$ cat config.mk
export PLATFORM = sky130hd
export DESIGN_NAME = sbe_index_split
export DESIGN_NICKNAME = d
export VERILOG_FILES = /design/src/design/sbe_pkg.sv /design/src/design/sbe_index_split.sv
export SDC_FILE = /design/constraint.sdc
export NUM_CORES = 1
export LEC_CHECK = 0
export BUFFER_PORTS_ARGS = -buffer_cell sky130_fd_sc_hd__buf_4
export CORE_MARGIN = 2
export CORE_UTILIZATION = 35
export DETAILED_ROUTE_END_ITERATION = 16
export PLACE_DENSITY = 0.65
export SLEW_MARGIN = 0
export SYNTH_ARGS = -nofsm -noshare
export SYNTH_HDL_FRONTEND = slang
export SYNTH_SLANG_ARGS = --single-unit
$ cat constraint.sdc
create_clock -name clock -period 4.7 [get_ports clock]
set_input_delay 0.705 -clock clock [delete_from_list [all_inputs] [get_ports clock]]
set_output_delay 0.705 -clock clock [all_outputs]
set_load 0.03 [all_outputs]
$ cat src/design/sbe_pkg.sv
// ============================================================================
// sbe_pkg
// Shared widths, register codes, reset values and stage payload types for the
// hat function evaluation pipeline.
// ============================================================================
`default_nettype none

package sbe_pkg;

   localparam int unsigned TIME_W     = 32;
   localparam int unsigned INDEX_W    = 17;
   localparam int unsigned DIM_W      = 2;
   localparam int unsigned KC_W       = 7;
   localparam int unsigned LEVEL_W    = 5;
   localparam int unsigned SHIFT_W    = 16;
   localparam int unsigned FRAC_W     = 28;
   localparam int unsigned U_W        = FRAC_W + 1;

   localparam int unsigned DIV_STEP   = 4;
   localparam int unsigned DIV_STAGES = (INDEX_W + DIV_STEP - 1) / DIV_STEP;
   localparam int unsigned DIV_W      = DIV_STAGES * DIV_STEP;

   localparam int unsigned DIMENSIONS_DEF    = 2;
   localparam int unsigned MAX_LEVEL_DEF     = 10;
   localparam int unsigned MAX_INTERVALS_DEF = 64;

   localparam int unsigned REQ_DATA_W = 56;
   localparam int unsigned RSP_DATA_W = 56;
   localparam int unsigned CSR_ADDR_W = 2;
   localparam int unsigned CSR_DATA_W = 32;

   localparam logic [CSR_ADDR_W-1:0] CSR_INTERVAL_COUNT  = 2'd0;
   localparam logic [CSR_ADDR_W-1:0] CSR_INTERVAL_LENGTH = 2'd1;
   localparam logic [CSR_ADDR_W-1:0] CSR_INVERSE_LENGTH  = 2'd2;
   localparam logic [CSR_ADDR_W-1:0] CSR_ROOT_LENGTH     = 2'd3;

   localparam logic [KC_W-1:0]   KC_RESET   = 7'd1;
   localparam logic [TIME_W-1:0] DT_RESET   = 32'h1000_0000;
   localparam logic [TIME_W-1:0] INV_RESET  = 32'h0100_0000;
   localparam logic [TIME_W-1:0] ROOT_RESET = 32'h1000_0000;

   localparam logic [U_W-1:0]    ONE_Q      = U_W'(1) << FRAC_W;
   localparam logic [30:0]       SQRT2_Q30  = 31'd1518500250;
   localparam logic [TIME_W-1:0] SAT_MAX    = 32'h7FFF_FFFF;

   typedef struct packed {
      logic [TIME_W-1:0]  t;
      logic [INDEX_W-1:0] iota;
      logic               q;
   } req_type;

   typedef struct packed {
      logic [TIME_W-1:0]  t;
      logic               q;
      logic [DIM_W-1:0]   dim;
      logic [INDEX_W-1:0] i1;
   } split_type;

   typedef struct packed {
      logic [TIME_W-1:0] t;
      logic              q;
      logic [DIM_W-1:0]  dim;
      logic [DIV_W-1:0]  num;
      logic [KC_W-1:0]   rem;
   } div_type;

   typedef struct packed {
      logic [LEVEL_W-1:0] l;
      logic [SHIFT_W-1:0] j;
      logic [DIM_W-1:0]   dim;
      logic [KC_W-1:0]    k;
   } rep_type;

   typedef struct packed {
      rep_type        rep;
      logic           en;
      logic [U_W-1:0] u;
   } win_type;

   typedef struct packed {
      logic [KC_W-1:0]   kc;
      logic [TIME_W-1:0] dt;
      logic [TIME_W-1:0] inv;
      logic [TIME_W-1:0] root;
   } cfg_type;

endpackage

`default_nettype wire

$ cat src/design/sbe_index_split.sv
// ============================================================================
// sbe_index_split
// Splits the flat index into dimension and the rest by a reciprocal multiply
// and one correction step. Two register stages.
// ============================================================================
`default_nettype none

module sbe_index_split #(
   parameter int unsigned DIMENSIONS = sbe_pkg::DIMENSIONS_DEF
) (
   input  logic                clock,
   input  logic                reset,
   input  logic                in_valid,
   output logic                in_ready,
   input  sbe_pkg::req_type    in_data,
   output logic                out_valid,
   input  logic                out_ready,
   output sbe_pkg::split_type  out_data
);
   import sbe_pkg::*;

   localparam int unsigned NS       = 2;
   localparam int unsigned RECIP_SH = INDEX_W + 3;
   localparam int unsigned RECIP_W  = RECIP_SH + 1;
   localparam int unsigned PROD_W   = INDEX_W + RECIP_W;
   localparam logic [RECIP_W-1:0] RECIP = RECIP_W'((2 ** RECIP_SH) / DIMENSIONS);
   localparam logic [INDEX_W-1:0] DIM_K = INDEX_W'(DIMENSIONS);

   logic [NS-1:0] v_ff, v_in, adv;

   always_comb begin
      adv[NS-1] = !v_ff[NS-1] || out_ready;
      for (int i = NS - 2; i >= 0; i--) adv[i] = !v_ff[i] || adv[i+1];
      v_in[0] = adv[0] ? in_valid : v_ff[0];
      for (int i = 1; i < NS; i++) v_in[i] = adv[i] ? v_ff[i-1] : v_ff[i];
   end

   always_ff @(posedge clock) begin
      if (reset) begin
         v_ff <= '0;
      end else begin
         v_ff <= v_in;
      end
   end

   // stage 1: estimate of index / DIMENSIONS, low by at most one
   req_type            s1_req_ff;
   logic [INDEX_W-1:0] s1_quo_ff, s1_quo_in;
   logic [PROD_W-1:0]  s1_prod;

   always_comb begin
      s1_prod   = PROD_W'(in_data.iota) * PROD_W'(RECIP);
      s1_quo_in = s1_prod[RECIP_SH +: INDEX_W];
   end

   always_ff @(posedge clock) begin
      if (adv[0]) begin
         s1_req_ff <= in_data;
         s1_quo_ff <= s1_quo_in;
      end
   end

   // stage 2: correct estimate, remainder is the dimension
   split_type          s2_ff, s2_in;
   logic [INDEX_W-1:0] s2_rem;
   logic               s2_fix;

   always_comb begin
      s2_rem   = s1_req_ff.iota - s1_quo_ff * DIM_K;
      s2_fix   = s2_rem >= DIM_K;
      s2_in.t  = s1_req_ff.t;
      s2_in.q  = s1_req_ff.q;
      s2_in.dim = s2_fix ? DIM_W'(s2_rem - DIM_K) : DIM_W'(s2_rem);
      s2_in.i1 = s1_quo_ff + INDEX_W'(s2_fix);
   end

   always_ff @(posedge clock) begin
      if (adv[1]) begin
         s2_ff <= s2_in;
      end
   end

   assign in_ready  = adv[0];
   assign out_valid = v_ff[NS-1];
   assign out_data  = s2_ff;

endmodule

`default_nettype wire

==> results by group <==
Setup path
  • Crit Path Max Fanout: 2
  • Reg-to-reg startpoint: v_ff[1]
  • R2r worst-path depth: 2
  • Worst setup EP type: output pin
  • WS Path Type: primary input to output pin
  • R2R Setup Slk: 3.15 ns
  • Required @ worst endpoint: 3.99 ns
  • CP Launch Type: primary input
  • Worst r2r dst: out_data[26]
  • CP arrival: 1.17 ns

Drt
  • Routed WL: 4840 um
  • Number of remaining DRC errors: 0
  • Via count: 1405
  • Via/cell ratio: 4.12
  • Drt wl/cell: 14.2 um
  • DRT iter0 DRCs: 87
  • Post-DRT Antenna Nets: 0
  • Pre-antenna DRT Iters: 4

Synthesis
  • Syn Std Cell Area: 3090 um^2
  • YS warnings: 0
  • Synth Instances: 111
  • Flops & latches, synth: 102
  • Seq/Total Area, Yosys: 98.4%
  • Distinct cells, synth: 8
  • Mapped Avg Cell Area: 27.9 um^2

Global routing
  • Number of global-route vias before repair: 1475
  • GRT overflow: 0
  • Largest net degree at the start of global routing: 52
  • Initial antenna violation count: 0
  • First-pass GRT wire length: 7470 um
  • All-Layer GR Usage: 10.5%

Clock tree
  • CTS Hold Bufs: 0
  • Clock-pin slew on the worst setup and hold paths: 0.08 ns
  • Root buf cell: clkbuf_8
  • TritonCTS Buffers: 9
  • CTS Buffer Depth: 2
  • CTS H-Tree Depth: 3
  • Worst-Skew Late Latency: 0.34 ns
  • Post-CTS Setup Inserts: 0
  • TritonCTS clock tree: built
  • Post-CTS Resized: 0
  • CTS sink cnt: 102

Min path
  • Hold Crit Endpoint: out_data[35]
  • Hold Path Depth: 0
  • Min-delay src: s1_req_ff[33]
  • Hold WC Path Type: register to register

Floorplanning
  • Die span in x: 98.0 um
  • # rows: 34
  • Die area: 9600 um^2
  • Core area: 8640 um^2
  • Num ports: 108
  • Initial core utilization: 35.8%
  • Die Height: 98.0 um

Placed design
  • I/O Buffers: 105
  • DP HPWL: 3340 um
  • Placer Congestion: 0.672

Timing
  • Endpoints failing hold: 0
  • Pins Over Slew Limit: 0
  • Sum Neg Setup Slack: 0 ns
  • Worst-Margin Slew: 0.622 ns
  • Hold Worst Slack: 0.422 ns
  • Period utilisation layout: 39.9%
  • Max Fclk: 534 MHz
  • RSZ-0062 raised after global routing: false
  • Slew margin rel.: 58.5%
  • Setup Viol. Count Final: 0
  • Post-layout min period: 1.87 ns
  • Clock Skew: 0.00594 ns

Power
  • Pwr dens: 417 nW/um^2
  • Leak: 0.00170 uW
  • VDD IR max: 0.000258 V

Layout
  • Most common cell after layout, fill and taps aside: buf_4
  • N_diodes: 0
  • Highest-count cells in the layout ignoring fill and taps: 107 x buf_4, 100 x edfxtp_1, 9 x clkbuf_8
  • Layout area overhead: 36.2%
  • Post-layout net count: 282
  • Share of layout cells above drive strength 1: 51.9%

Flow run
  • Max_cap viols: 0

Run status
  • Status: finished clean
-- state kept, by name, summed over array words and instances, names as in the netlist --
signal     cells
out_data      50
s1_req_ff     50
v_ff           2
-- layer usage --
| layer | track usage [%] | up-vias | part of all wire [%] |
|---|---|---|---|
| li1 | - | 667 | - |
| met1 | 12.0 | 670 | 37 |
| met2 | 16.3 | 65 | 50 |
| met3 | 7.16 | 3 | 13 |
| met4 | 2.88 | 0 | 0.56 |
| met5 | 0 | - | 0 |
-- synth_stat cells --
cell	count	area share (%)
dfxtp_1	2	1.3
a21oi_1	2	0.32
nand2b_1	1	0.20
inv_1	2	0.24
buf_4	2	0.49
conb_1	1	0.12
edfxtp_1	100	97
nand3b_1	1	0.24
-- cell type report --
type / count / area, um^2
fill: 733 / 4420
sequential: 102 / 3040
timing repair buffer: 107 / 803
tap: 108 / 135
clock buffer: 11 / 131
clock inverter: 5 / 60.1
multi-input combinational: 6 / 33.8
inverter: 2 / 7.51
-- critical path, cell delays in order --
cell and delay (ns):
buf_4 0.11, nand3b_1 0.17, buf_4 0.18
-- report_power, final --
group / total, uW / switching, uW / internal [uW]
registers: 1080 / 16.3 / 1060
clock network: 520 / 272 / 248
logic: 161 / 94.0 / 67.2
-- through the flow --
stage / cell area (um^2) / std cells / power, uW / util, % / worst slack (ns)
floorplan: 3100 / 112 / 1170 / - / 1.77
global placement: 4020 / 325 / 1260 / 46.6 / 2.61
detailed placement: 4020 / 325 / 1260 / 46.6 / 2.57
CTS: 4210 / 341 / 1780 / 48.8 / 2.83
global route: 4210 / 341 / 1830 / 48.8 / 2.81
finish: 4210 / 341 / 1760 / 48.8 / 2.83
-- worst max-delay path by stage --
stage	cells after the start	start	slack, ns	end
final	3	out_ready	2.83	in_ready
after global routing	3	out_ready	2.81	in_ready
after CTS	3	out_ready	2.83	in_ready
after detailed placement	3	out_ready	2.57	out_data[43]
after global placement	3	out_ready	2.61	out_data[1]
after floorplan	1	out_ready	1.77	s1_req_ff[0]
-- logic make-up (layout without fill, tap and decap cells) --
family / Yosys count / in the layout / synth area share [%]
compound gates: 2 / 2 / 0.324
buf+inv: 4 / 125 / 0.728
flops: 102 / 102 / 98.4
other cells: 1 / 2 / 0.121
simple gates: 2 / 2 / 0.445
Note: power is estimated with default switching activity, not from simulation.
