[config.mk]
export PLATFORM = sky130hd
export DESIGN_NAME = sbe_hat
export DESIGN_NICKNAME = d
export VERILOG_FILES = /design/src/design/sbe_pkg.sv /design/src/design/sbe_hat.sv
export SDC_FILE = /design/constraint.sdc
export NUM_CORES = 2
export LEC_CHECK = 0
export ABC_AREA = 1
export BUFFER_PORTS_ARGS = -buffer_cell sky130_fd_sc_hd__buf_2
export CAP_MARGIN = 10
export CORE_MARGIN = 10
export CORE_UTILIZATION = 25
export CTS_CLUSTER_DIAMETER = 50
export CTS_CLUSTER_SIZE = 12
export DETAILED_ROUTE_END_ITERATION = 8
export SKIP_CTS_REPAIR_TIMING = 1
export SLEW_MARGIN = 20
export SYNTH_ARGS = -nofsm -noshare
export SYNTH_HDL_FRONTEND = slang
export SYNTH_SLANG_ARGS = --single-unit
[constraint.sdc]
create_clock -name clock -period 24.6 [get_ports clock]
set_input_delay 4.92 -clock clock [delete_from_list [all_inputs] [get_ports clock]]
set_output_delay 4.92 -clock clock [all_outputs]
set_load 0.02 [all_outputs]
[src/design/sbe_pkg.sv]
// ============================================================================
// sbe_pkg
// Shared widths, register codes, reset values and stage payload types for the
// hat function evaluation pipeline.
// ============================================================================
`default_nettype none

package sbe_pkg;

   localparam int unsigned TIME_W     = 32;
   localparam int unsigned INDEX_W    = 17;
   localparam int unsigned DIM_W      = 2;
   localparam int unsigned KC_W       = 7;
   localparam int unsigned LEVEL_W    = 5;
   localparam int unsigned SHIFT_W    = 16;
   localparam int unsigned FRAC_W     = 28;
   localparam int unsigned U_W        = FRAC_W + 1;

   localparam int unsigned DIV_STEP   = 4;
   localparam int unsigned DIV_STAGES = (INDEX_W + DIV_STEP - 1) / DIV_STEP;
   localparam int unsigned DIV_W      = DIV_STAGES * DIV_STEP;

   localparam int unsigned DIMENSIONS_DEF    = 2;
   localparam int unsigned MAX_LEVEL_DEF     = 10;
   localparam int unsigned MAX_INTERVALS_DEF = 64;

   localparam int unsigned REQ_DATA_W = 56;
   localparam int unsigned RSP_DATA_W = 56;
   localparam int unsigned CSR_ADDR_W = 2;
   localparam int unsigned CSR_DATA_W = 32;

   localparam logic [CSR_ADDR_W-1:0] CSR_INTERVAL_COUNT  = 2'd0;
   localparam logic [CSR_ADDR_W-1:0] CSR_INTERVAL_LENGTH = 2'd1;
   localparam logic [CSR_ADDR_W-1:0] CSR_INVERSE_LENGTH  = 2'd2;
   localparam logic [CSR_ADDR_W-1:0] CSR_ROOT_LENGTH     = 2'd3;

   localparam logic [KC_W-1:0]   KC_RESET   = 7'd1;
   localparam logic [TIME_W-1:0] DT_RESET   = 32'h1000_0000;
   localparam logic [TIME_W-1:0] INV_RESET  = 32'h0100_0000;
   localparam logic [TIME_W-1:0] ROOT_RESET = 32'h1000_0000;

   localparam logic [U_W-1:0]    ONE_Q      = U_W'(1) << FRAC_W;
   localparam logic [30:0]       SQRT2_Q30  = 31'd1518500250;
   localparam logic [TIME_W-1:0] SAT_MAX    = 32'h7FFF_FFFF;

   typedef struct packed {
      logic [TIME_W-1:0]  t;
      logic [INDEX_W-1:0] iota;
      logic               q;
   } req_type;

   typedef struct packed {
      logic [TIME_W-1:0]  t;
      logic               q;
      logic [DIM_W-1:0]   dim;
      logic [INDEX_W-1:0] i1;
   } split_type;

   typedef struct packed {
      logic [TIME_W-1:0] t;
      logic              q;
      logic [DIM_W-1:0]  dim;
      logic [DIV_W-1:0]  num;
      logic [KC_W-1:0]   rem;
   } div_type;

   typedef struct packed {
      logic [LEVEL_W-1:0] l;
      logic [SHIFT_W-1:0] j;
      logic [DIM_W-1:0]   dim;
      logic [KC_W-1:0]    k;
   } rep_type;

   typedef struct packed {
      rep_type        rep;
      logic           en;
      logic [U_W-1:0] u;
   } win_type;

   typedef struct packed {
      logic [KC_W-1:0]   kc;
      logic [TIME_W-1:0] dt;
      logic [TIME_W-1:0] inv;
      logic [TIME_W-1:0] root;
   } cfg_type;

endpackage

`default_nettype wire

[src/design/sbe_hat.sv]
// ============================================================================
// sbe_hat
// Hat function of level and shift at the rescaled time, half-power scaling,
// final multiply by sqrt(dt), rounding and saturation. Seven register stages,
// the last one is the response register.
// ============================================================================
`default_nettype none

module sbe_hat (
   input  logic                          clock,
   input  logic                          reset,
   input  logic [sbe_pkg::TIME_W-1:0]    root,
   input  logic                          in_valid,
   output logic                          in_ready,
   input  sbe_pkg::win_type              in_data,
   output logic                          out_valid,
   input  logic                          out_ready,
   output logic [sbe_pkg::TIME_W-1:0]    out_value,
   output sbe_pkg::rep_type              out_rep
);
   import sbe_pkg::*;

   localparam int unsigned NS    = 7;
   localparam int unsigned HS_W  = U_W + 8;
   localparam int unsigned PR_W  = U_W + 31;
   localparam int unsigned VAL_W = U_W + TIME_W;

   logic [NS-1:0] v_ff, v_in, adv;

   always_comb begin
      adv[NS-1] = !v_ff[NS-1] || out_ready;
      for (int i = NS - 2; i >= 0; i--) adv[i] = !v_ff[i] || adv[i+1];
      v_in[0] = adv[0] ? in_valid : v_ff[0];
      for (int i = 1; i < NS; i++) v_in[i] = adv[i] ? v_ff[i-1] : v_ff[i];
   end

   always_ff @(posedge clock) begin
      if (reset) begin
         v_ff <= '0;
      end else begin
         v_ff <= v_in;
      end
   end

   // stage 1: breakpoints of the hat
   win_type        h1_win_ff;
   logic [3:0]     h1_e_ff, h1_e_in;
   logic [U_W-1:0] h1_tmin_ff, h1_tmin_in;
   logic [U_W-1:0] h1_tmid_ff, h1_tmid_in;
   logic [U_W-1:0] h1_tmax_ff, h1_tmax_in;
   logic [4:0]     h1_sh_hi, h1_sh_lo;

   always_comb begin
      h1_e_in    = 4'(in_data.rep.l - LEVEL_W'(1));
      h1_sh_hi   = 5'd28 - 5'(h1_e_in);
      h1_sh_lo   = 5'd27 - 5'(h1_e_in);
      h1_tmin_in = U_W'(in_data.rep.j) << h1_sh_hi;
      h1_tmid_in = U_W'({in_data.rep.j, 1'b1}) << h1_sh_lo;
      h1_tmax_in = (U_W'(in_data.rep.j) + U_W'(1)) << h1_sh_hi;
   end

   always_ff @(posedge clock) begin
      if (adv[0]) begin
         h1_win_ff  <= in_data;
         h1_e_ff    <= h1_e_in;
         h1_tmin_ff <= h1_tmin_in;
         h1_tmid_ff <= h1_tmid_in;
         h1_tmax_ff <= h1_tmax_in;
      end
   end

   // stage 2: 2 min(tmid,u) - min(tmin,u) - min(tmax,u)
   win_type        h2_win_ff;
   logic [3:0]     h2_e_ff;
   logic [U_W-1:0] h2_h_ff, h2_h_in;
   logic [U_W-1:0] h2_a, h2_b, h2_c;
   logic [U_W:0]   h2_sum;

   always_comb begin
      h2_a    = (h1_tmid_ff < h1_win_ff.u) ? h1_tmid_ff : h1_win_ff.u;
      h2_b    = (h1_tmin_ff < h1_win_ff.u) ? h1_tmin_ff : h1_win_ff.u;
      h2_c    = (h1_tmax_ff < h1_win_ff.u) ? h1_tmax_ff : h1_win_ff.u;
      h2_sum  = {h2_a, 1'b0} - (U_W + 1)'(h2_b) - (U_W + 1)'(h2_c);
      h2_h_in = h2_sum[U_W-1:0];
   end

   always_ff @(posedge clock) begin
      if (adv[1]) begin
         h2_win_ff <= h1_win_ff;
         h2_e_ff   <= h1_e_ff;
         h2_h_ff   <= h2_h_in;
      end
   end

   // stage 3: integer part of the half power
   win_type        h3_win_ff;
   logic           h3_odd_ff;
   logic [U_W-1:0] h3_hs_ff, h3_hs_in;
   logic [HS_W-1:0] h3_wide;

   always_comb begin
      h3_wide  = HS_W'(h2_h_ff) << h2_e_ff[3:1];
      h3_hs_in = h3_wide[U_W-1:0];
   end

   always_ff @(posedge clock) begin
      if (adv[2]) begin
         h3_win_ff <= h2_win_ff;
         h3_odd_ff <= h2_e_ff[0];
         h3_hs_ff  <= h3_hs_in;
      end
   end

   // stage 4: times sqrt(2) for odd exponent
   win_type         h4_win_ff;
   logic            h4_odd_ff;
   logic [U_W-1:0]  h4_hs_ff;
   logic [PR_W-1:0] h4_prod_ff, h4_prod_in;

   assign h4_prod_in = PR_W'(h3_hs_ff) * PR_W'(SQRT2_Q30);

   always_ff @(posedge clock) begin
      if (adv[3]) begin
         h4_win_ff  <= h3_win_ff;
         h4_odd_ff  <= h3_odd_ff;
         h4_hs_ff   <= h3_hs_ff;
         h4_prod_ff <= h4_prod_in;
      end
   end

   // stage 5: select hat value
   rep_type         h5_rep_ff;
   logic [U_W-1:0]  h5_psi_ff, h5_psi_in;
   logic [PR_W-1:0] h5_rnd;

   always_comb begin
      h5_rnd = h4_prod_ff + (PR_W'(1) << 29);
      if (!h4_win_ff.en) begin
         h5_psi_in = '0;
      end else if (h4_win_ff.rep.l == '0) begin
         h5_psi_in = h4_win_ff.u;
      end else if (h4_odd_ff) begin
         h5_psi_in = h5_rnd[30 +: U_W];
      end else begin
         h5_psi_in = h4_hs_ff;
      end
   end

   always_ff @(posedge clock) begin
      if (adv[4]) begin
         h5_rep_ff <= h4_win_ff.rep;
         h5_psi_ff <= h5_psi_in;
      end
   end

   // stage 6: times sqrt(dt)
   rep_type          h6_rep_ff;
   logic [VAL_W-1:0] h6_prod_ff, h6_prod_in;

   assign h6_prod_in = VAL_W'(h5_psi_ff) * VAL_W'(root);

   always_ff @(posedge clock) begin
      if (adv[5]) begin
         h6_rep_ff  <= h5_rep_ff;
         h6_prod_ff <= h6_prod_in;
      end
   end

   // stage 7: round to Q.28, saturate
   rep_type           h7_rep_ff;
   logic [TIME_W-1:0] h7_val_ff, h7_val_in;
   logic [VAL_W:0]    h7_rnd;
   logic [VAL_W-FRAC_W:0] h7_q;

   always_comb begin
      h7_rnd    = (VAL_W + 1)'(h6_prod_ff) + ((VAL_W + 1)'(1) << (FRAC_W - 1));
      h7_q      = h7_rnd[VAL_W:FRAC_W];
      h7_val_in = (h7_q > (VAL_W - FRAC_W + 1)'(SAT_MAX)) ? SAT_MAX : h7_q[TIME_W-1:0];
   end

   always_ff @(posedge clock) begin
      if (adv[6]) begin
         h7_rep_ff <= h6_rep_ff;
         h7_val_ff <= h7_val_in;
      end
   end

   assign in_ready  = adv[0];
   assign out_valid = v_ff[NS-1];
   assign out_value = h7_val_ff;
   assign out_rep   = h7_rep_ff;

endmodule

`default_nettype wire
==> impl_metrics.env <==
export IMPL_core_area_um2=309000
export IMPL_vias=56100
export IMPL_grt_antenna_before_repair=21
export IMPL_synth_nets=10700
export IMPL_layout_common_cells="inv_1 (2224), nand2_1 (1910), fa_1 (1131)"
export IMPL_regToRegStartpoint="h3_hs_ff[18]"
export IMPL_syn_inst=8708
export IMPL_crit_fanout=64
export IMPL_std_cell_rows=204
export IMPL_rr_worst_depth=24
export IMPL_period_needed_ns=12.94
export IMPL_clock_path_buffers=3
export IMPL_synth_async_reset_ratio=0
export IMPL_ys_warn_count=0
export IMPL_first_pass_iters=6
export IMPL_holdPathEnd="out_rep[27]"
export IMPL_slew_headroom=0.330
export IMPL_finalHoldViolations=0
export IMPL_dp_hpwl_mm=182
export IMPL_synth_top_cell_by_area="fa_1"
export IMPL_cts_sink_count=646
export IMPL_synth_cell_types=59
export IMPL_via_per_inst=4.35
export IMPL_drc=0
export IMPL_path_class="in -> out"
export IMPL_synth_edff_count=639
export IMPL_arrival_ns=8.02
export IMPL_clkSlewWorstSetupHoldPaths_ns=0.05
export IMPL_track_usage=0.134
export IMPL_syn_to_final_growth_pct=10.2
export IMPL_overflow=0
export IMPL_worst_setup_path_start_kind="input port"
export IMPL_syn_avg_cell_area_um2=8.92
export IMPL_io_pins=160
export IMPL_grt_max_degree=66
export IMPL_min_path_cells=0
export IMPL_required_ns=19.68
export IMPL_cp_top_family="simple AND/OR/NAND/NOR gates"
export IMPL_cp_slowest_stage_delay_ns=0.39
export IMPL_drt_wirelength_per_cell_um=17.4
export IMPL_gp_congestion=0.925
export IMPL_slew_viol_final=0
export IMPL_max_freq_mhz=77.3
export IMPL_synth_top_area_frac=0.292
export IMPL_timing_critical_path_depth=14
export IMPL_crit_path_cell_trace="buf_2, nor2_1, clkinv_2, nor2_1, clkinv_2, nor2_1, inv_2, nor2_1, inv_6, nor2_1, inv_4, nor2_1, nand2_4, buf_2"
export IMPL_clock_tree_htree_level_count=3
export IMPL_start_util=0.251
export IMPL_setup_violations=0
export IMPL_final_antenna_net_count=0
export IMPL_clock_skew_ns=0.0545
export IMPL_die_x_um=577
export IMPL_rrSetupSlack_ns=17.14
export IMPL_synth_area_um2=77600
export IMPL_min_delay_start="h6_rep_ff[27]"
export IMPL_crit_buf_inv=7
export IMPL_cpMostUsedCell="nor2_1"
export IMPL_clk_root_buffer_cell="clkbuf_16"
export IMPL_synth_seq_cells=646
export IMPL_grt_first_pass_wirelength_mm=349
export IMPL_yosysSeqAreaShare=0.249
export IMPL_reg2reg_to="h4_prod_ff[45]"
export IMPL_final_common_cell="inv_1"
export IMPL_cts_tree="built"
export IMPL_cts_buffers=78
export IMPL_drt_initial_drc_count=4155
export IMPL_slowest_stage="clkinv_2"
export IMPL_chipHeight_um=577
export IMPL_end_kind="output port"
export IMPL_worstMarginPinSlew_ns=1.00
export IMPL_status="completed"
export IMPL_max_cap_violations=0
export IMPL_grt_pass1_vias=57800
export IMPL_synth_top_cells_by_area="fa_1 (29%), edfxtp_1 (25%), ha_1 (12%)"
export IMPL_wirelength_mm=224
export IMPL_die_area_um2=333000
export IMPL_fin_nets=10700
export IMPL_setup_tns_ns=0
export IMPL_min_path_type="reg -> reg"
export IMPL_fin_crit_sh=0.526
export IMPL_clock_latency_ns=0.72
export IMPL_rsz0062_at_grt="no"
export IMPL_dominantRegCellSynth="edfxtp_1"
export IMPL_drive_gt1_frac=0.0495
export IMPL_port_buffer_count=159
==> layer usage <==
metal	track usage	part of all wire
met5	0	0
met4	0.0373	0.031
met3	0.0156	0.051
met2	0.228	0.48
met1	0.180	0.44
==> registers in the layout, indices dropped and copies added (netlist names), 30 cells and up <==
name        cells
out_rep        30
h2_win_ff      60
h4_win_ff      60
h1_win_ff      60
out_value      32
h6_rep_ff      30
h4_prod_ff     30
h6_prod_ff     34
h3_win_ff      60
h5_rep_ff      30
==> final cells by class <==
class                   instances  area (um^2)
inverters                    2243         8430
diodes                          1         2.50
flip-flops and latches        646        19300
multi-input cells            5541        48800
repair buffers                229         1340
clock buffers                  85         2000
clock inverters                38          510
fillers                     32900       224000
well taps                    4120         5150
==> synth_stat cells, drive strengths merged (5+ instances only) <==
master and instances:
a21boi 12, a21o 32, a21oi 279, a31oi 40
and3 5, buf 52, clkbuf 226, clkinv 5
dfxtp 7, edfxtp 639, fa 1131, ha 741
inv 2238, mux2i 14, nand2 1914, nand3 238
nand3b 11, nand4 29, nor2 412, nor3 48
nor4 25, o211ai 24, o21a 21, o21ai 340
o21bai 33, o221ai 8, o22ai 14, or2 20
xnor2 38, xor2 91
==> cells by family after synthesis <==
kind of cell / count (synthesis) / share of synthesized area
AOI/OAI and AO/OA: 818 / 0.0586
xor gates and xnor gates: 129 / 0.0147
adders and majority gates: 1872 / 0.411
buffers and inverters: 2521 / 0.123
DFF: 646 / 0.249
muxes: 14 / 0.00180
other: 1 / 0.0000483
and+or+nand+nor: 2707 / 0.142
==> worst max path at each step <==
| stage | start | to |
|---|---|---|
| after floorplan | out_ready | in_ready |
| after global placement | out_ready | in_ready |
| after detailed placement | out_ready | in_ready |
| after CTS | out_ready | in_ready |
| after global routing | out_ready | in_ready |
| final | out_ready | in_ready |
==> per-stage QoR <==
stage / worst slack (ns) / util / std cells / hold slack [ns] / cell area [um^2]
2_1_floorplan: 2.79 / - / 8708 / 0.400 / 77600
3_3_place_gp: 11.41 / 0.269 / 12800 / 0.400 / 83000
3_5_place_dp: 11.53 / 0.269 / 12800 / 0.405 / 83000
4_1_cts: 11.52 / 0.277 / 12900 / 0.414 / 85600
5_1_grt: 11.29 / 0.277 / 12900 / 0.416 / 85600
6_report: 11.66 / 0.277 / 12900 / 0.407 / 85600
Power is not shown: default switching activity piles up to over one toggle a cycle in this logic, so the estimate is an artifact.
