==> src/design/sbe_pkg.sv <==
// ============================================================================
// sbe_pkg
// Shared widths, register codes, reset values and stage payload types for the
// hat function evaluation pipeline.
// ============================================================================
`default_nettype none

package sbe_pkg;

   localparam int unsigned TIME_W     = 32;
   localparam int unsigned INDEX_W    = 17;
   localparam int unsigned DIM_W      = 2;
   localparam int unsigned KC_W       = 7;
   localparam int unsigned LEVEL_W    = 5;
   localparam int unsigned SHIFT_W    = 16;
   localparam int unsigned FRAC_W     = 28;
   localparam int unsigned U_W        = FRAC_W + 1;

   localparam int unsigned DIV_STEP   = 4;
   localparam int unsigned DIV_STAGES = (INDEX_W + DIV_STEP - 1) / DIV_STEP;
   localparam int unsigned DIV_W      = DIV_STAGES * DIV_STEP;

   localparam int unsigned DIMENSIONS_DEF    = 2;
   localparam int unsigned MAX_LEVEL_DEF     = 10;
   localparam int unsigned MAX_INTERVALS_DEF = 64;

   localparam int unsigned REQ_DATA_W = 56;
   localparam int unsigned RSP_DATA_W = 56;
   localparam int unsigned CSR_ADDR_W = 2;
   localparam int unsigned CSR_DATA_W = 32;

   localparam logic [CSR_ADDR_W-1:0] CSR_INTERVAL_COUNT  = 2'd0;
   localparam logic [CSR_ADDR_W-1:0] CSR_INTERVAL_LENGTH = 2'd1;
   localparam logic [CSR_ADDR_W-1:0] CSR_INVERSE_LENGTH  = 2'd2;
   localparam logic [CSR_ADDR_W-1:0] CSR_ROOT_LENGTH     = 2'd3;

   localparam logic [KC_W-1:0]   KC_RESET   = 7'd1;
   localparam logic [TIME_W-1:0] DT_RESET   = 32'h1000_0000;
   localparam logic [TIME_W-1:0] INV_RESET  = 32'h0100_0000;
   localparam logic [TIME_W-1:0] ROOT_RESET = 32'h1000_0000;

   localparam logic [U_W-1:0]    ONE_Q      = U_W'(1) << FRAC_W;
   localparam logic [30:0]       SQRT2_Q30  = 31'd1518500250;
   localparam logic [TIME_W-1:0] SAT_MAX    = 32'h7FFF_FFFF;

   typedef struct packed {
      logic [TIME_W-1:0]  t;
      logic [INDEX_W-1:0] iota;
      logic               q;
   } req_type;

   typedef struct packed {
      logic [TIME_W-1:0]  t;
      logic               q;
      logic [DIM_W-1:0]   dim;
      logic [INDEX_W-1:0] i1;
   } split_type;

   typedef struct packed {
      logic [TIME_W-1:0] t;
      logic              q;
      logic [DIM_W-1:0]  dim;
      logic [DIV_W-1:0]  num;
      logic [KC_W-1:0]   rem;
   } div_type;

   typedef struct packed {
      logic [LEVEL_W-1:0] l;
      logic [SHIFT_W-1:0] j;
      logic [DIM_W-1:0]   dim;
      logic [KC_W-1:0]    k;
   } rep_type;

   typedef struct packed {
      rep_type        rep;
      logic           en;
      logic [U_W-1:0] u;
   } win_type;

   typedef struct packed {
      logic [KC_W-1:0]   kc;
      logic [TIME_W-1:0] dt;
      logic [TIME_W-1:0] inv;
      logic [TIME_W-1:0] root;
   } cfg_type;

endpackage

`default_nettype wire

==> src/design/sbe_window.sv <==
// ============================================================================
// sbe_window
// Level and shift decode, interval window test and rescaling of the time
// into the interval. Five register stages.
// ============================================================================
`default_nettype none

module sbe_window #(
   parameter int unsigned MAX_LEVEL = sbe_pkg::MAX_LEVEL_DEF
) (
   input  logic                          clock,
   input  logic                          reset,
   input  logic [sbe_pkg::KC_W-1:0]      kc,
   input  logic [sbe_pkg::TIME_W-1:0]    dt,
   input  logic [sbe_pkg::TIME_W-1:0]    inv,
   input  logic                          in_valid,
   output logic                          in_ready,
   input  sbe_pkg::div_type              in_data,
   output logic                          out_valid,
   input  logic                          out_ready,
   output sbe_pkg::win_type              out_data
);
   import sbe_pkg::*;

   localparam int unsigned NS      = 5;
   localparam int unsigned START_W = TIME_W + KC_W;
   localparam int unsigned PROD_W  = 2 * TIME_W;

   logic [NS-1:0] v_ff, v_in, adv;

   always_comb begin
      adv[NS-1] = !v_ff[NS-1] || out_ready;
      for (int i = NS - 2; i >= 0; i--) adv[i] = !v_ff[i] || adv[i+1];
      v_in[0] = adv[0] ? in_valid : v_ff[0];
      for (int i = 1; i < NS; i++) v_in[i] = adv[i] ? v_ff[i-1] : v_ff[i];
   end

   always_ff @(posedge clock) begin
      if (reset) begin
         v_ff <= '0;
      end else begin
         v_ff <= v_in;
      end
   end

   // stage 1: interval number, leading one, level and shift
   rep_type           w1_rep_ff, w1_rep_in;
   logic [TIME_W-1:0] w1_t_ff;
   logic              w1_sel_ff, w1_sel_in;
   logic [LEVEL_W-1:0] w1_pos, w1_lvl;
   logic [DIV_W-1:0]  w1_rest;
   logic              w1_nz, w1_deep;

   always_comb begin
      w1_pos = '0;
      for (int b = 0; b < DIV_W; b++) begin
         if (in_data.num[b]) w1_pos = LEVEL_W'(b);
      end
      w1_nz   = |in_data.num;
      w1_lvl  = w1_pos + LEVEL_W'(1);
      w1_deep = w1_nz && (w1_lvl > LEVEL_W'(MAX_LEVEL));
      w1_rest = in_data.num & ~(DIV_W'(1) << w1_pos);
      w1_rep_in.dim = in_data.dim;
      w1_rep_in.k   = kc - KC_W'(1) - in_data.rem;
      if (w1_nz && !w1_deep) begin
         w1_rep_in.l = w1_lvl;
         w1_rep_in.j = w1_rest[SHIFT_W-1:0];
      end else begin
         w1_rep_in.l = '0;
         w1_rep_in.j = '0;
      end
      w1_sel_in = !w1_deep && (in_data.dim == DIM_W'(in_data.q));
   end

   always_ff @(posedge clock) begin
      if (adv[0]) begin
         w1_rep_ff <= w1_rep_in;
         w1_t_ff   <= in_data.t;
         w1_sel_ff <= w1_sel_in;
      end
   end

   // stage 2: interval start k*dt
   rep_type            w2_rep_ff;
   logic [TIME_W-1:0]  w2_t_ff;
   logic               w2_sel_ff;
   logic [START_W-1:0] w2_start_ff, w2_start_in;

   assign w2_start_in = START_W'(w1_rep_ff.k) * START_W'(dt);

   always_ff @(posedge clock) begin
      if (adv[1]) begin
         w2_rep_ff   <= w1_rep_ff;
         w2_t_ff     <= w1_t_ff;
         w2_sel_ff   <= w1_sel_ff;
         w2_start_ff <= w2_start_in;
      end
   end

   // stage 3: window compares and offset into the interval
   rep_type           w3_rep_ff;
   logic              w3_en_ff, w3_en_in;
   logic              w3_full_ff, w3_full_in;
   logic [TIME_W-1:0] w3_diff_ff, w3_diff_in;
   logic [START_W:0]  w3_stop;

   always_comb begin
      w3_stop    = (START_W + 1)'(w2_start_ff) + (START_W + 1)'(dt);
      w3_en_in   = w2_sel_ff && (w2_start_ff <= START_W'(w2_t_ff));
      w3_full_in = w3_stop < (START_W + 1)'(w2_t_ff);
      w3_diff_in = w2_t_ff - w2_start_ff[TIME_W-1:0];
   end

   always_ff @(posedge clock) begin
      if (adv[2]) begin
         w3_rep_ff  <= w2_rep_ff;
         w3_en_ff   <= w3_en_in;
         w3_full_ff <= w3_full_in;
         w3_diff_ff <= w3_diff_in;
      end
   end

   // stage 4: offset times reciprocal
   rep_type           w4_rep_ff;
   logic              w4_en_ff, w4_full_ff;
   logic [PROD_W-1:0] w4_prod_ff, w4_prod_in;

   assign w4_prod_in = PROD_W'(w3_diff_ff) * PROD_W'(inv);

   always_ff @(posedge clock) begin
      if (adv[3]) begin
         w4_rep_ff  <= w3_rep_ff;
         w4_en_ff   <= w3_en_ff;
         w4_full_ff <= w3_full_ff;
         w4_prod_ff <= w4_prod_in;
      end
   end

   // stage 5: round to Q.28 and clamp to one
   win_type               w5_ff, w5_in;
   logic [PROD_W-23-1:0]  w5_sum;

   always_comb begin
      w5_sum    = (PROD_W - 23)'(w4_prod_ff[PROD_W-1:23]) + (PROD_W - 23)'(1);
      w5_in.rep = w4_rep_ff;
      w5_in.en  = w4_en_ff;
      if (w4_full_ff || (w5_sum[PROD_W-23-1:1] > (PROD_W - 24)'(ONE_Q))) begin
         w5_in.u = ONE_Q;
      end else begin
         w5_in.u = w5_sum[U_W:1];
      end
   end

   always_ff @(posedge clock) begin
      if (adv[4]) begin
         w5_ff <= w5_in;
      end
   end

   assign in_ready  = adv[0];
   assign out_valid = v_ff[NS-1];
   assign out_data  = w5_ff;

endmodule

`default_nettype wire

==> config.mk <==
export PLATFORM = sky130hd
export DESIGN_NAME = sbe_window
export DESIGN_NICKNAME = d
export VERILOG_FILES = /design/src/design/sbe_pkg.sv /design/src/design/sbe_window.sv
export SDC_FILE = /design/constraint.sdc
export NUM_CORES = 2
export LEC_CHECK = 0
export ABC_AREA = 1
export BUFFER_PORTS_ARGS = -buffer_cell sky130_fd_sc_hd__buf_2
export CAP_MARGIN = 20
export CORE_MARGIN = 1
export CORE_UTILIZATION = 50
export DETAILED_ROUTE_END_ITERATION = 16
export GPL_TIMING_DRIVEN = 0
export PLACE_DENSITY = 0.66
export SKIP_CTS_REPAIR_TIMING = 1
export SLEW_MARGIN = 40
export SYNTH_ARGS = -nofsm -noshare
export SYNTH_HDL_FRONTEND = slang
export SYNTH_SLANG_ARGS = --single-unit
==> constraint.sdc <==
create_clock -name clock -period 18.4 [get_ports clock]
set_clock_uncertainty 0.2 [all_clocks]
set_input_delay 0 -clock clock [delete_from_list [all_inputs] [get_ports clock]]
set_output_delay 0 -clock clock [all_outputs]
set_load 0.05 [all_outputs]
==> reports/metrics.csv <==
stage;metric;value;unit
outcome;status;finished with violations;
outcome;failing checks;hold timing;
logic_synthesis;most common flop cell mapped by yosys;edfxtp_1;
clock_tree;CTS Sinks;367;
logic_synthesis;Post-Syn Area per Cell;8.54;um2
clock_tree;H-tree depth;2;
global_routing;GRT overflow;0;
routing;First-pass DRT Iterations;8;
timing;max frequency;110;MHz
routing;post-route DRC violation count;0;
placed_design;IO buf count;198;
global_routing;antenna violations before repair;7;
clock_tree;clock tree from TritonCTS;built;
logic_synthesis;synth warn;0;
worst_hold_path;hold_sp;dt[3];
timing;max_slew headroom;0.370;
cells_and_area;area grow syn2layout;10.1;%
cells_and_area;number of nets in the layout;8917;
setup_path;Buf+Inv Stages, Crit Path;6;
routing;routed len/inst;24.5;um
global_routing;pin count of the biggest net entering global routing;74;
routing;post-DR vias/cell;5.31;
die;Die Width;346;um
setup_path;CP required;18.53;ns
setup_path;critical path capture point type;register;
routing;Iteration-0 DRC Markers;4149;
setup_path;CP peak stage delay;0.70;ns
timing;endpoints failing setup;0;
setup_path;critical path's top delay family;adder cells;
clock_tree;CTS Buf Count;41;
setup_path;Crit Path Max Fanout;10;
timing;Min Hold Slack;-0.0164;ns
logic_synthesis;mapped cell area;59000;um2
timing;final setup TNS;0;ns
logic_synthesis;syn_nets;8550;
setup_path;CP Class;register to register;
setup_path;CP startpoint;w3_diff_ff[17];
global_routing;first-pass GRT wire length;314000;um
logic_synthesis;Seq/Total Area, Yosys;0.186;
die;IO Pins;199;
global_routing;number of global-route vias before repair;48447;
die;number of cell rows;125;
setup_path;Critical Path Most Common Cell;fa_1;
setup_path;Slowest-stage cell, CP;edfxtp_1;
setup_path;Crit path arrival time;9.21;ns
logic_synthesis;Netlist cell types;52;
timing;Final min period;9.08;ns
setup_path;reg2reg start;w3_diff_ff[17];
worst_hold_path;worst hold path class;input port to register;
timing;measured slew at the worst slew-check pin;0.944;ns
global_routing;global-route usage over all layers;0.365;
die;Die ar.;119000;um2
setup_path;CP startpoint kind;register;
routing;Routed WL;216000;um
timing;final worst-path cycle share;0.494;
placed_design;gp weighted congestion;1.04;
clock_tree;Clock transition at path regs;0.06;ns
cells_and_area;commonest non-fill, non-tap cell in the layout;inv_1;
clock_tree;Clk Latency, worst-skew pair;0.59;ns
job;# Max-Cap Violations;0;
timing;final count of hold timing violations;2;
die;Starting Density;0.506;
cells_and_area;share of layout cells above drive strength 1;0.0654;
die;Die H;346;um
logic_synthesis;ys async rst share;0;
cells_and_area;leading cell types in the layout, fill and taps excluded;1,984 x inv_1, 1,634 x nand2_1, 1,047 x fa_1;
logic_synthesis;Synth Instances;6910;
clock_tree;Clock Tree Buf Depth;3;
clock_tree;CTS Root Cell;clkbuf_16;
routing;total number of vias;46916;
logic_synthesis;register bit total from synthesis;367;
logic_synthesis;Post-synth EDFFs;362;
routing;DRT antenna net count;0;
timing;RSZ-0062 raised after global routing;no;
die;core area;117000;um2
timing;Slew Viols, Final;0;
placed_design;Detailed Place HPWL;180000;um
## worst reg2reg max path: cells and delay by family, from the launching register on
family	cells	cell delay, ns
compound gates	6	1.71
fa+ha+maj	9	4.59
xor+xnor	1	0.20
simple gates	3	0.36
flops	1	0.70
buf+inv	6	1.04
## flip-flops by register name, summed over array words and instances (netlist names)
name         count
w1_t_ff         32
v_ff             5
w1_rep_ff       30
w4_full_ff       1
w3_rep_ff       30
w2_rep_ff       30
w4_rep_ff       30
w1_sel_ff        1
w2_start_ff     39
w3_diff_ff      32
w4_en_ff         1
w3_en_ff         1
w2_sel_ff        1
w2_t_ff         32
out_data        60
w4_prod_ff      41
w3_full_ff       1
## cell families (layout without fill, tap and decap cells)
| family | Yosys count | after routing | share of synthesized area |
|---|---|---|---|
| AO/OA/AOI/OAI | 515 | 515 | 0.0497 |
| XOR/XNOR | 186 | 186 | 0.0276 |
| adder cells (fa/ha/maj) | 1503 | 1503 | 0.452 |
| buffers and inverters | 2207 | 2607 | 0.141 |
| flip-flops | 367 | 367 | 0.186 |
| other | 1 | 4 | 0.0000635 |
| AND/OR/NAND/NOR | 2131 | 2131 | 0.144 |
## worst paths after layout
| kind | slack, ns | cells past startpoint | to |
|---|---|---|---|
| worst max-delay path | 9.32 | 25 | w4_prod_ff[56] |
| worst min register to register | 0.22 | 0 | out_data[32] |
| worst min-delay path | -0.02 | 5 | w2_start_ff[3] |
| worst max register to register | 9.32 | 25 | w4_prod_ff[56] |
## cell usage after synthesis (2+ instances only)
| cell type | number | area share |
|---|---|---|
| a211oi_1 | 10 | 0.0013 |
| a21boi_0 | 11 | 0.0014 |
| a21boi_1 | 4 | 0.00051 |
| a21o_1 | 12 | 0.0015 |
| a21oi_1 | 232 | 0.020 |
| a221oi_1 | 6 | 0.00089 |
| a31oi_1 | 43 | 0.0046 |
| and3_1 | 2 | 0.00021 |
| clkbuf_1 | 214 | 0.014 |
| dfxtp_1 | 5 | 0.0017 |
| edfxtp_1 | 362 | 0.18 |
| fa_1 | 1047 | 0.36 |
| ha_1 | 456 | 0.097 |
| inv_1 | 1988 | 0.13 |
| inv_2 | 3 | 0.00019 |
| nand2_1 | 1635 | 0.10 |
| nand2_2 | 6 | 0.00064 |
| nand3_1 | 75 | 0.0064 |
| nand3_2 | 4 | 0.00068 |
| nand4_1 | 28 | 0.0030 |
| nor2_1 | 289 | 0.018 |
| nor2_2 | 11 | 0.0012 |
| nor2_4 | 16 | 0.0031 |
| nor3_1 | 36 | 0.0031 |
| nor3_2 | 3 | 0.00051 |
| nor4_1 | 17 | 0.0018 |
| o2111ai_1 | 3 | 0.00045 |
| o211ai_1 | 9 | 0.0011 |
| o21a_1 | 22 | 0.0028 |
| o21ai_0 | 122 | 0.010 |
| o21ai_1 | 13 | 0.0011 |
| o21bai_1 | 8 | 0.0010 |
| o221a_2 | 4 | 0.00076 |
| o221ai_1 | 5 | 0.00074 |
| o311ai_0 | 2 | 0.00030 |
| o31ai_1 | 6 | 0.00076 |
| or4_1 | 2 | 0.00025 |
| xnor2_1 | 61 | 0.0090 |
| xor2_1 | 125 | 0.019 |
## layer usage
metal  global-route usage  part of all wire  wire length, um
met5                    0           0.00011               24
met1                0.443              0.37            80000
met2                0.598              0.47           101000
met3               0.0543             0.076            16500
met4                0.256             0.087            18800
## per-stage QoR
stage               std cells  hold WS [ns]  utilization  worst slack, ns  cell area [um2]
global route             8835      -0.00740        0.557             9.09            65000
CTS                      8716        -0.651        0.547             9.47            63800
floorplan                6910        -0.131            -            10.70            59000
global placement         8632       -0.0238        0.531             8.04            61900
detailed placement       8640       -0.0217        0.534             9.50            62300
finish                   8837       -0.0164        0.557             9.32            65000
## cell type report
cell class | count | area (um2)
antenna | 3 | 7.51
buffer | 216 | 1010
clock buffer | 47 | 1100
clock inverter | 29 | 445
fill | 10974 | 51700
inverter | 1991 | 7490
multi-input combinational | 4336 | 39800
sequential | 367 | 11000
tap | 1524 | 1910
timing repair buffer | 324 | 2300
Power is not shown: default switching activity piles up to over one toggle a cycle in this logic, so the estimate is an artifact.
