$ cat config.mk
export PLATFORM = sky130hd
export DESIGN_NAME = sbe_divider
export DESIGN_NICKNAME = d
export VERILOG_FILES = /design/src/design/sbe_pkg.sv /design/src/design/sbe_divider.sv
export SDC_FILE = /design/constraint.sdc
export NUM_CORES = 1
export LEC_CHECK = 0
export BUFFER_PORTS_ARGS = -buffer_cell sky130_fd_sc_hd__buf_2
export CAP_MARGIN = 20
export CORE_MARGIN = 2
export CORE_UTILIZATION = 25
export CTS_CLUSTER_DIAMETER = 150
export DETAILED_ROUTE_END_ITERATION = 7
export PLACE_DENSITY = 0.39
export SLEW_MARGIN = 20
export SYNTH_ARGS = -nofsm -noshare
export SYNTH_HDL_FRONTEND = slang
export SYNTH_SLANG_ARGS = --single-unit
$ cat constraint.sdc
create_clock -name clock -period 11.1 [get_ports clock]
set_input_delay 2.22 -clock clock [delete_from_list [all_inputs] [get_ports clock]]
set_output_delay 2.22 -clock clock [all_outputs]
set_load 0.02 [all_outputs]
$ cat src/design/sbe_pkg.sv
// ============================================================================
// sbe_pkg
// Shared widths, register codes, reset values and stage payload types for the
// hat function evaluation pipeline.
// ============================================================================
`default_nettype none

package sbe_pkg;

   localparam int unsigned TIME_W     = 32;
   localparam int unsigned INDEX_W    = 17;
   localparam int unsigned DIM_W      = 2;
   localparam int unsigned KC_W       = 7;
   localparam int unsigned LEVEL_W    = 5;
   localparam int unsigned SHIFT_W    = 16;
   localparam int unsigned FRAC_W     = 28;
   localparam int unsigned U_W        = FRAC_W + 1;

   localparam int unsigned DIV_STEP   = 4;
   localparam int unsigned DIV_STAGES = (INDEX_W + DIV_STEP - 1) / DIV_STEP;
   localparam int unsigned DIV_W      = DIV_STAGES * DIV_STEP;

   localparam int unsigned DIMENSIONS_DEF    = 2;
   localparam int unsigned MAX_LEVEL_DEF     = 10;
   localparam int unsigned MAX_INTERVALS_DEF = 64;

   localparam int unsigned REQ_DATA_W = 56;
   localparam int unsigned RSP_DATA_W = 56;
   localparam int unsigned CSR_ADDR_W = 2;
   localparam int unsigned CSR_DATA_W = 32;

   localparam logic [CSR_ADDR_W-1:0] CSR_INTERVAL_COUNT  = 2'd0;
   localparam logic [CSR_ADDR_W-1:0] CSR_INTERVAL_LENGTH = 2'd1;
   localparam logic [CSR_ADDR_W-1:0] CSR_INVERSE_LENGTH  = 2'd2;
   localparam logic [CSR_ADDR_W-1:0] CSR_ROOT_LENGTH     = 2'd3;

   localparam logic [KC_W-1:0]   KC_RESET   = 7'd1;
   localparam logic [TIME_W-1:0] DT_RESET   = 32'h1000_0000;
   localparam logic [TIME_W-1:0] INV_RESET  = 32'h0100_0000;
   localparam logic [TIME_W-1:0] ROOT_RESET = 32'h1000_0000;

   localparam logic [U_W-1:0]    ONE_Q      = U_W'(1) << FRAC_W;
   localparam logic [30:0]       SQRT2_Q30  = 31'd1518500250;
   localparam logic [TIME_W-1:0] SAT_MAX    = 32'h7FFF_FFFF;

   typedef struct packed {
      logic [TIME_W-1:0]  t;
      logic [INDEX_W-1:0] iota;
      logic               q;
   } req_type;

   typedef struct packed {
      logic [TIME_W-1:0]  t;
      logic               q;
      logic [DIM_W-1:0]   dim;
      logic [INDEX_W-1:0] i1;
   } split_type;

   typedef struct packed {
      logic [TIME_W-1:0] t;
      logic              q;
      logic [DIM_W-1:0]  dim;
      logic [DIV_W-1:0]  num;
      logic [KC_W-1:0]   rem;
   } div_type;

   typedef struct packed {
      logic [LEVEL_W-1:0] l;
      logic [SHIFT_W-1:0] j;
      logic [DIM_W-1:0]   dim;
      logic [KC_W-1:0]    k;
   } rep_type;

   typedef struct packed {
      rep_type        rep;
      logic           en;
      logic [U_W-1:0] u;
   } win_type;

   typedef struct packed {
      logic [KC_W-1:0]   kc;
      logic [TIME_W-1:0] dt;
      logic [TIME_W-1:0] inv;
      logic [TIME_W-1:0] root;
   } cfg_type;

endpackage

`default_nettype wire

$ cat src/design/sbe_divider.sv
// ============================================================================
// sbe_divider
// Pipelined restoring divider of the index rest by the interval count,
// DIV_STEP quotient bits per stage.
// ============================================================================
`default_nettype none

module sbe_divider (
   input  logic                          clock,
   input  logic                          reset,
   input  logic [sbe_pkg::KC_W-1:0]      kc,
   input  logic                          in_valid,
   output logic                          in_ready,
   input  sbe_pkg::split_type            in_data,
   output logic                          out_valid,
   input  logic                          out_ready,
   output sbe_pkg::div_type              out_data
);
   import sbe_pkg::*;

   localparam int unsigned NS = DIV_STAGES;

   function automatic div_type div_step(div_type x, logic [KC_W-1:0] d);
      div_type     y;
      logic [KC_W:0] trial;
      y = x;
      for (int b = 0; b < DIV_STEP; b++) begin
         trial = {y.rem, y.num[DIV_W-1]};
         y.num = {y.num[DIV_W-2:0], 1'b0};
         if (trial >= {1'b0, d}) begin
            y.rem    = KC_W'(trial - {1'b0, d});
            y.num[0] = 1'b1;
         end else begin
            y.rem = trial[KC_W-1:0];
         end
      end
      return y;
   endfunction

   logic [NS-1:0] v_ff, v_in, adv;

   always_comb begin
      adv[NS-1] = !v_ff[NS-1] || out_ready;
      for (int i = NS - 2; i >= 0; i--) adv[i] = !v_ff[i] || adv[i+1];
      v_in[0] = adv[0] ? in_valid : v_ff[0];
      for (int i = 1; i < NS; i++) v_in[i] = adv[i] ? v_ff[i-1] : v_ff[i];
   end

   always_ff @(posedge clock) begin
      if (reset) begin
         v_ff <= '0;
      end else begin
         v_ff <= v_in;
      end
   end

   div_type st_ff [NS];
   div_type st_in [NS];
   div_type init;

   always_comb begin
      init.t   = in_data.t;
      init.q   = in_data.q;
      init.dim = in_data.dim;
      init.num = DIV_W'(in_data.i1);
      init.rem = '0;
      st_in[0] = div_step(init, kc);
      for (int s = 1; s < NS; s++) st_in[s] = div_step(st_ff[s-1], kc);
   end

   always_ff @(posedge clock) begin
      for (int s = 0; s < NS; s++) begin
         if (adv[s]) st_ff[s] <= st_in[s];
      end
   end

   assign in_ready  = adv[0];
   assign out_valid = v_ff[NS-1];
   assign out_data  = st_ff[NS-1];

endmodule

`default_nettype wire

==> results.py, run 1 <==
metrics = {
    "timing": {
        "finalHoldViolations": 0,
        "final_critical_path_setup_slack_ns": 0.8745,
        "unrepaired_setup_endpoints_after_global_routing": "false",
        "setup_total_negative_slack_ns": 0,
        "setup_violations": 0,
        "part_of_the_cycle_the_worst_path_needs": 0.9212,
        "clock.fmax_ghz": 0.09779,
        "skew_ns": 0.02306,
        "maxSlewViolCount": 0,
        "relSlewSlack": 0.3174,
        "transition_time_at_the_pin_with_the_least_slew_margin_ns": 1.024,
        "fin_crit_ns": 10.23,
    },
    "grt": {
        "via_count_of_the_first_global_routing_pass": 11220,
        "antenna_found_initial": 2,
        "track_usage": 0.1209,
        "grt.overflow.total": 0,
        "grt_max_degree": 63,
        "global_route_wire_length_before_repair_mm": 66.21,
    },
    "logic_synthesis": {
        "synthesis.nets": 1602,
        "synth_seq_cells": 315,
        "post_synth_instance_area_um2": 17550,
        "synth_cell_type_count": 97,
        "dominantRegCellSynth": "edfxtp_1",
        "ys_warn_count": 0,
        "avgSynthCellArea_um2": 12.63,
        "synth-edff-count": 310,
        "syn_inst": 1390,
        "share_of_synthesized_area_occupied_by_flip_flops_and_latches": 0.5361,
        "async_reset_ff_frac": 0,
    },
    "floorplan": {
        "fp.dieArea_um2": 72340,
        "coreArea_um2": 69790,
        "io_pins": 127,
        "die_width_um": 269.0,
        "floorplan.initialDensity": 0.2515,
        "fp.dieH_um": 269.0,
        "std_cell_rows": 97,
    },
    "finish": {
        "area.growth.synth_to_final_pct": 16.34,
        "fillers": 7103,
        "fin_nets": 1730,
        "final_core_util": 0.2926,
        "layout-drive-gt1-share": 0.2012,
        "register_cell_area_after_layout_um2": 9409,
        "multiInputGateArea_um2": 7236,
    },
    "cts": {
        "clkSinkCount": 315,
        "post_cts_resized": 0,
        "clock_path_buffers": 3,
        "cts-root-buf": "clkbuf_16",
        "cts_post_setup_buffers_inserted": 0,
        "clkTransAtPathRegs_ns": 0.06,
        "h_tree_depth": 2,
        "cts-buffers-inserted": 39,
        "tritoncts": "done",
        "cts-hold-fix-buffers": 0,
        "clkLatencyLatePin_ns": 0.57,
    },
    "routing": {
        "avgRoutedWirePerCell_um": 17.63,
        "detail_route.wirelength_mm": 43.86,
        "ant_nets": 0,
        "route.detailed.drc": 0,
        "initialDrtViolationCount": 572,
        "vias_per_cell": 4.453,
        "via_count": 11070,
        "detailedRoute.firstPassIterationCount": 5,
    },
    "hold_path": {
        "min_delay_path_depth": 0,
        "hold_class": "reg -> reg",
    },
    "worst_setup_path": {
        "setup.worst_path.end_class": "flop",
        "endpoint_required_time_on_the_critical_path_ns": 11.41,
        "critical_path_class": "in -> reg",
        "crit_path_start_kind": "primary input",
        "cpPeakStageDelay_ns": 0.56,
        "crit_top_cell": "o21ai_0",
        "worstPathArrival_ns": 10.54,
        "slowest_stage": "o21ai_0",
        "critical_path_peak_fanout": 12,
        "reg2reg_path_depth": 34,
    },
    "placed_design": {
        "detailedPlace.worstSlack_ns": 0.2972,
        "detailedPlacementHpwl_mm": 31.13,
        "globalplace.congestion": 0.8205,
        "port_buffers": 126,
    },
    "job": {
        "max-cap-violations": 0,
    },
    "run_status": {
        "run_status": "finished, final reports clean",
    },
}
==> state kept, by name (all words and copies together) (netlist names) <==
name and flops:
v_ff 5, st_ff 310
==> placed cells by master, fill, tap and decap left out, drive strengths merged, types with 22 or more instances in the layout <==
master,netlist,final
nor2,81,81
xnor2,35,35
inv,105,109
buf,70,160
nor2b,49,49
mux2,53,53
nand2,51,51
a21oi,60,60
ha,132,132
nand2b,22,22
o21ai,49,49
o21a,34,34
edfxtp,310,310
clkbuf,3,43
==> cells by family (layout without fill, tap and decap cells) <==
family | count (synthesis) | count (layout) | synth area share
AND/OR/NAND/NOR | 318 | 318 | 0.09738
flip-flops | 315 | 315 | 0.5361
AO/OA/AOI/OAI | 304 | 304 | 0.1257
buffers and inverters | 178 | 334 | 0.05318
adder cells (fa/ha/maj) | 149 | 149 | 0.1135
multiplexers | 74 | 74 | 0.04819
XOR/XNOR | 52 | 52 | 0.02595
other | 0 | 1 | 0
==> per-layer routing <==
| layer | wire length (um) | GRT usage |
|---|---|---|
| met5 | 0 | 0 |
| met4 | 1079 | 0.03829 |
| met3 | 1756 | 0.02393 |
| met2 | 21100 | 0.2040 |
| met1 | 19920 | 0.1554 |
==> per-stage QoR <==
| stage | hold slack [ns] | std cells | instance area [um^2] |
|---|---|---|---|
| floorplan | 0.4003 | 1390 | 17550 |
| global placement | 0.4001 | 2417 | 19120 |
| detailed placement | 0.4045 | 2417 | 19120 |
| CTS | 0.4081 | 2486 | 20420 |
| global route | 0.4170 | 2486 | 20420 |
| finish | 0.4113 | 2487 | 20420 |
==> path summary, 6_finish.rpt <==
kind                                 endpoint          from  slack, ns
worst max-delay path             st_ff[0][66]         kc[5]       0.87
worst min-delay path            st_ff[0][144]  st_ff[0][78]       0.41
worst max register to register   st_ff[0][66]  st_ff[0][26]       2.54
worst min register to register  st_ff[0][144]  st_ff[0][78]       0.41
==> cell usage after synthesis, drive strengths merged, types with 22 or more instances <==
cell type / instances / area, um^2
a21oi: 60 / 304.0
mux2: 53 / 623.1
nand2: 51 / 198.9
buf: 70 / 523.0
nand2b: 22 / 137.6
inv: 105 / 399.1
o21a: 34 / 255.2
xnor2: 35 / 306.5
ha: 132 / 1652
edfxtp: 310 / 9309
nor2b: 49 / 306.5
nor2: 81 / 306.6
o21ai: 49 / 245.2
==> area by class of cell <==
cell class	instances	area share
flip-flops and latches	315	0.4608
multi-input cells	897	0.3544
well taps	940	0.05760
clock buffers	43	0.04853
repair buffers	160	0.04400
inverters	105	0.01967
clock inverters	26	0.01489
diodes	1	0.0001226
==> critical path, delay by kind of cell <==
family,cells,cell delay (ns)
AOI/OAI and AO/OA,16,4.47
adders and majority gates,4,1.21
buffers and inverters,6,0.90
muxes,2,0.62
and+or+nand+nor,6,1.09
Power of run 1 is left out: the tool's default activity adds up to more than one toggle a clock period on the data nets, which glitch-free logic cannot reach.
==> inputs of run 2 (changes only) <==
clock period = 11.6 ns   (was 11.1 ns; I/O delays follow)
==> run 2 against run 1 <==
Against the previous run:
- sequential share of layout area up 0.20 points
- critical path depth up 1
- final cell count shrank 0.16%
- global-route usage rose by 0.11 points
- cell area decreased by 0.44%
- flip-flop and latch count stayed put
- register-to-register slack improved by 0.44 ns
- count of clock-buffer cells in the layout grew 6
- die area did not move
- core utilization shrank 0.13 points
- clock skew is 0.0033 ns lower
- non-clock buffer count fell by 4
- critical path type unchanged
- critical endpoint is now st_ff[0][129]
- largest cell class unchanged
==> results.py, run 2 (synthesis results as in run 1) <==
metrics = {
    "finish": {
        "reg_top3": "st_ff x310, v_ff x5",
        "fillers": 7116,
        "post_layout_nonfiller_instances": 2483,
        "area.growth.synth_to_final_pct": 15.83,
        "register_cell_area_after_layout_um2": 9409,
        "multiInputGateArea_um2": 7236,
        "largest-register": "st_ff",
        "antenna-diode-count": 0,
        "layout_common_cells": "edfxtp_1 (310), ha_1 (132), buf_2 (126)",
        "layout-drive-gt1-share": 0.1957,
        "largest_register_ff_count": 310,
        "fin_nets": 1726,
        "layout.cells.most_common": "edfxtp_1",
    },
    "cts": {
        "clkTransAtPathRegs_ns": 0.06,
        "cts-root-buf": "clkbuf_16",
        "cts-buffers-inserted": 39,
        "cts_post_setup_buffers_inserted": 0,
        "clock_path_buffers": 3,
        "h_tree_depth": 2,
        "clkLatencyLatePin_ns": 0.57,
        "clkSinkCount": 315,
        "tritoncts": "done",
        "cts-hold-fix-buffers": 0,
        "post_cts_resized": 0,
    },
    "routing": {
        "initialDrtViolationCount": 604,
        "vias_per_cell": 4.463,
        "route.layer.met1.wl_mm": 20.59,
        "detail_route.wirelength_mm": 44.17,
        "via_count": 11080,
        "met3WireLength_mm": 1.501,
        "route.detailed.drc": 0,
        "detailroute.wirelength.met2_mm": 20.84,
        "ant_nets": 0,
        "route.top_layer_used": "met4",
        "detailedRoute.firstPassIterationCount": 4,
        "avgRoutedWirePerCell_um": 17.79,
    },
    "timing": {
        "finalHoldViolations": 0,
        "setup_violations": 0,
        "clock.fmax_ghz": 0.09623,
        "part_of_the_cycle_the_worst_path_needs": 0.8958,
        "maxSlewViolCount": 0,
        "fin_crit_ns": 10.39,
        "unrepaired_setup_endpoints_after_global_routing": "false",
        "relSlewSlack": 0.4146,
        "transition_time_at_the_pin_with_the_least_slew_margin_ns": 0.8782,
        "skew_ns": 0.01978,
        "setup_total_negative_slack_ns": 0,
    },
    "worst_setup_path": {
        "setup.worst_path.end_class": "flop",
        "endpoint_required_time_on_the_critical_path_ns": 11.91,
        "critical_path_peak_fanout": 10,
        "worstPathArrival_ns": 10.70,
        "crit_path_start_kind": "primary input",
        "cpPeakStageDelay_ns": 0.42,
        "critical_path_class": "in -> reg",
        "worst_r2r_endpoint": "st_ff[0][129]",
        "launch_instance_of_the_worst_register_to_register_path": "st_ff[0][88]",
        "slowest_stage": "o21ai_0",
        "reg2reg_path_depth": 35,
        "reg2reg_setup_slack_ns": 2.98,
    },
    "placed_design": {
        "detailedPlacementHpwl_mm": 31.70,
        "place.detailed.instances": 2413,
        "globalplace.congestion": 0.8377,
        "port_buffers": 126,
    },
    "floorplan": {
        "coreArea_um2": 69790,
        "io_pins": 127,
        "die_width_um": 269.0,
        "fp.dieArea_um2": 72340,
        "floorplan.initialDensity": 0.2515,
        "fp.dieH_um": 269.0,
        "std_cell_rows": 97,
    },
    "hold_path": {
        "hold_class": "reg -> reg",
        "worstHoldStart": "st_ff[0][217]",
        "min_to": "st_ff[0][279]",
        "min_delay_path_depth": 0,
    },
    "grt": {
        "track_usage": 0.1220,
        "global_route_wire_length_before_repair_mm": 66.81,
        "grt_max_degree": 56,
        "grt.overflow.total": 0,
        "antenna_found_initial": 0,
        "via_count_of_the_first_global_routing_pass": 11370,
    },
    "job": {
        "max-cap-violations": 0,
    },
    "run_status": {
        "run_status": "finished, final reports clean",
    },
}
-- run 2: worst max-delay path: cells and delay by family --
family | cells | cell delay (ns)
fa+ha+maj | 5 | 1.54
buf+inv | 7 | 0.95
compound gates | 15 | 3.47
simple gates | 6 | 1.67
mux | 2 | 0.72
-- run 2: layer usage --
metal  track usage  vias to the layer above
li1              -                     5495
met1        0.1616                     5368
met2        0.2027                      153
met3       0.02100                       66
met4       0.03799                        0
met5             0                        -
-- run 2: area by class of cell --
type | instances | area share
Inverter | 105 | 0.01976
Sequential cell | 315 | 0.4629
Clock buffer | 49 | 0.04986
Tap cell | 940 | 0.05786
Clock inverter | 21 | 0.01163
Timing Repair Buffer | 156 | 0.04210
Multi-Input combinational cell | 897 | 0.3559
-- run 2: metrics by stage --
| step | utilization | instance area, um^2 | setup slack (ns) | hold slack (ns) |
|---|---|---|---|---|
| 6_report | 0.2913 | 20330 | 1.209 | 0.4126 |
| 5_1_grt | 0.2913 | 20330 | 0.5567 | 0.4193 |
| 4_1_cts | 0.2913 | 20330 | 1.156 | 0.4100 |
| 3_5_place_dp | 0.2734 | 19080 | 0.5866 | 0.4045 |
| 3_3_place_gp | 0.2734 | 19080 | 0.5511 | 0.4003 |
| 2_1_floorplan | - | 17550 | 1.778 | 0.4003 |
-- run 2: worst max-delay path by stage --
stage           from            end  cells after the start
6_report       kc[0]  st_ff[0][129]                     35
2_1_floorplan  kc[5]  st_ff[0][127]                     33
5_1_grt        kc[0]  st_ff[0][125]                     37
3_5_place_dp   kc[5]  st_ff[0][129]                     35
3_3_place_gp   kc[0]  st_ff[0][129]                     35
4_1_cts        kc[5]  st_ff[0][129]                     35
Power of run 2 is left out for the same reason.
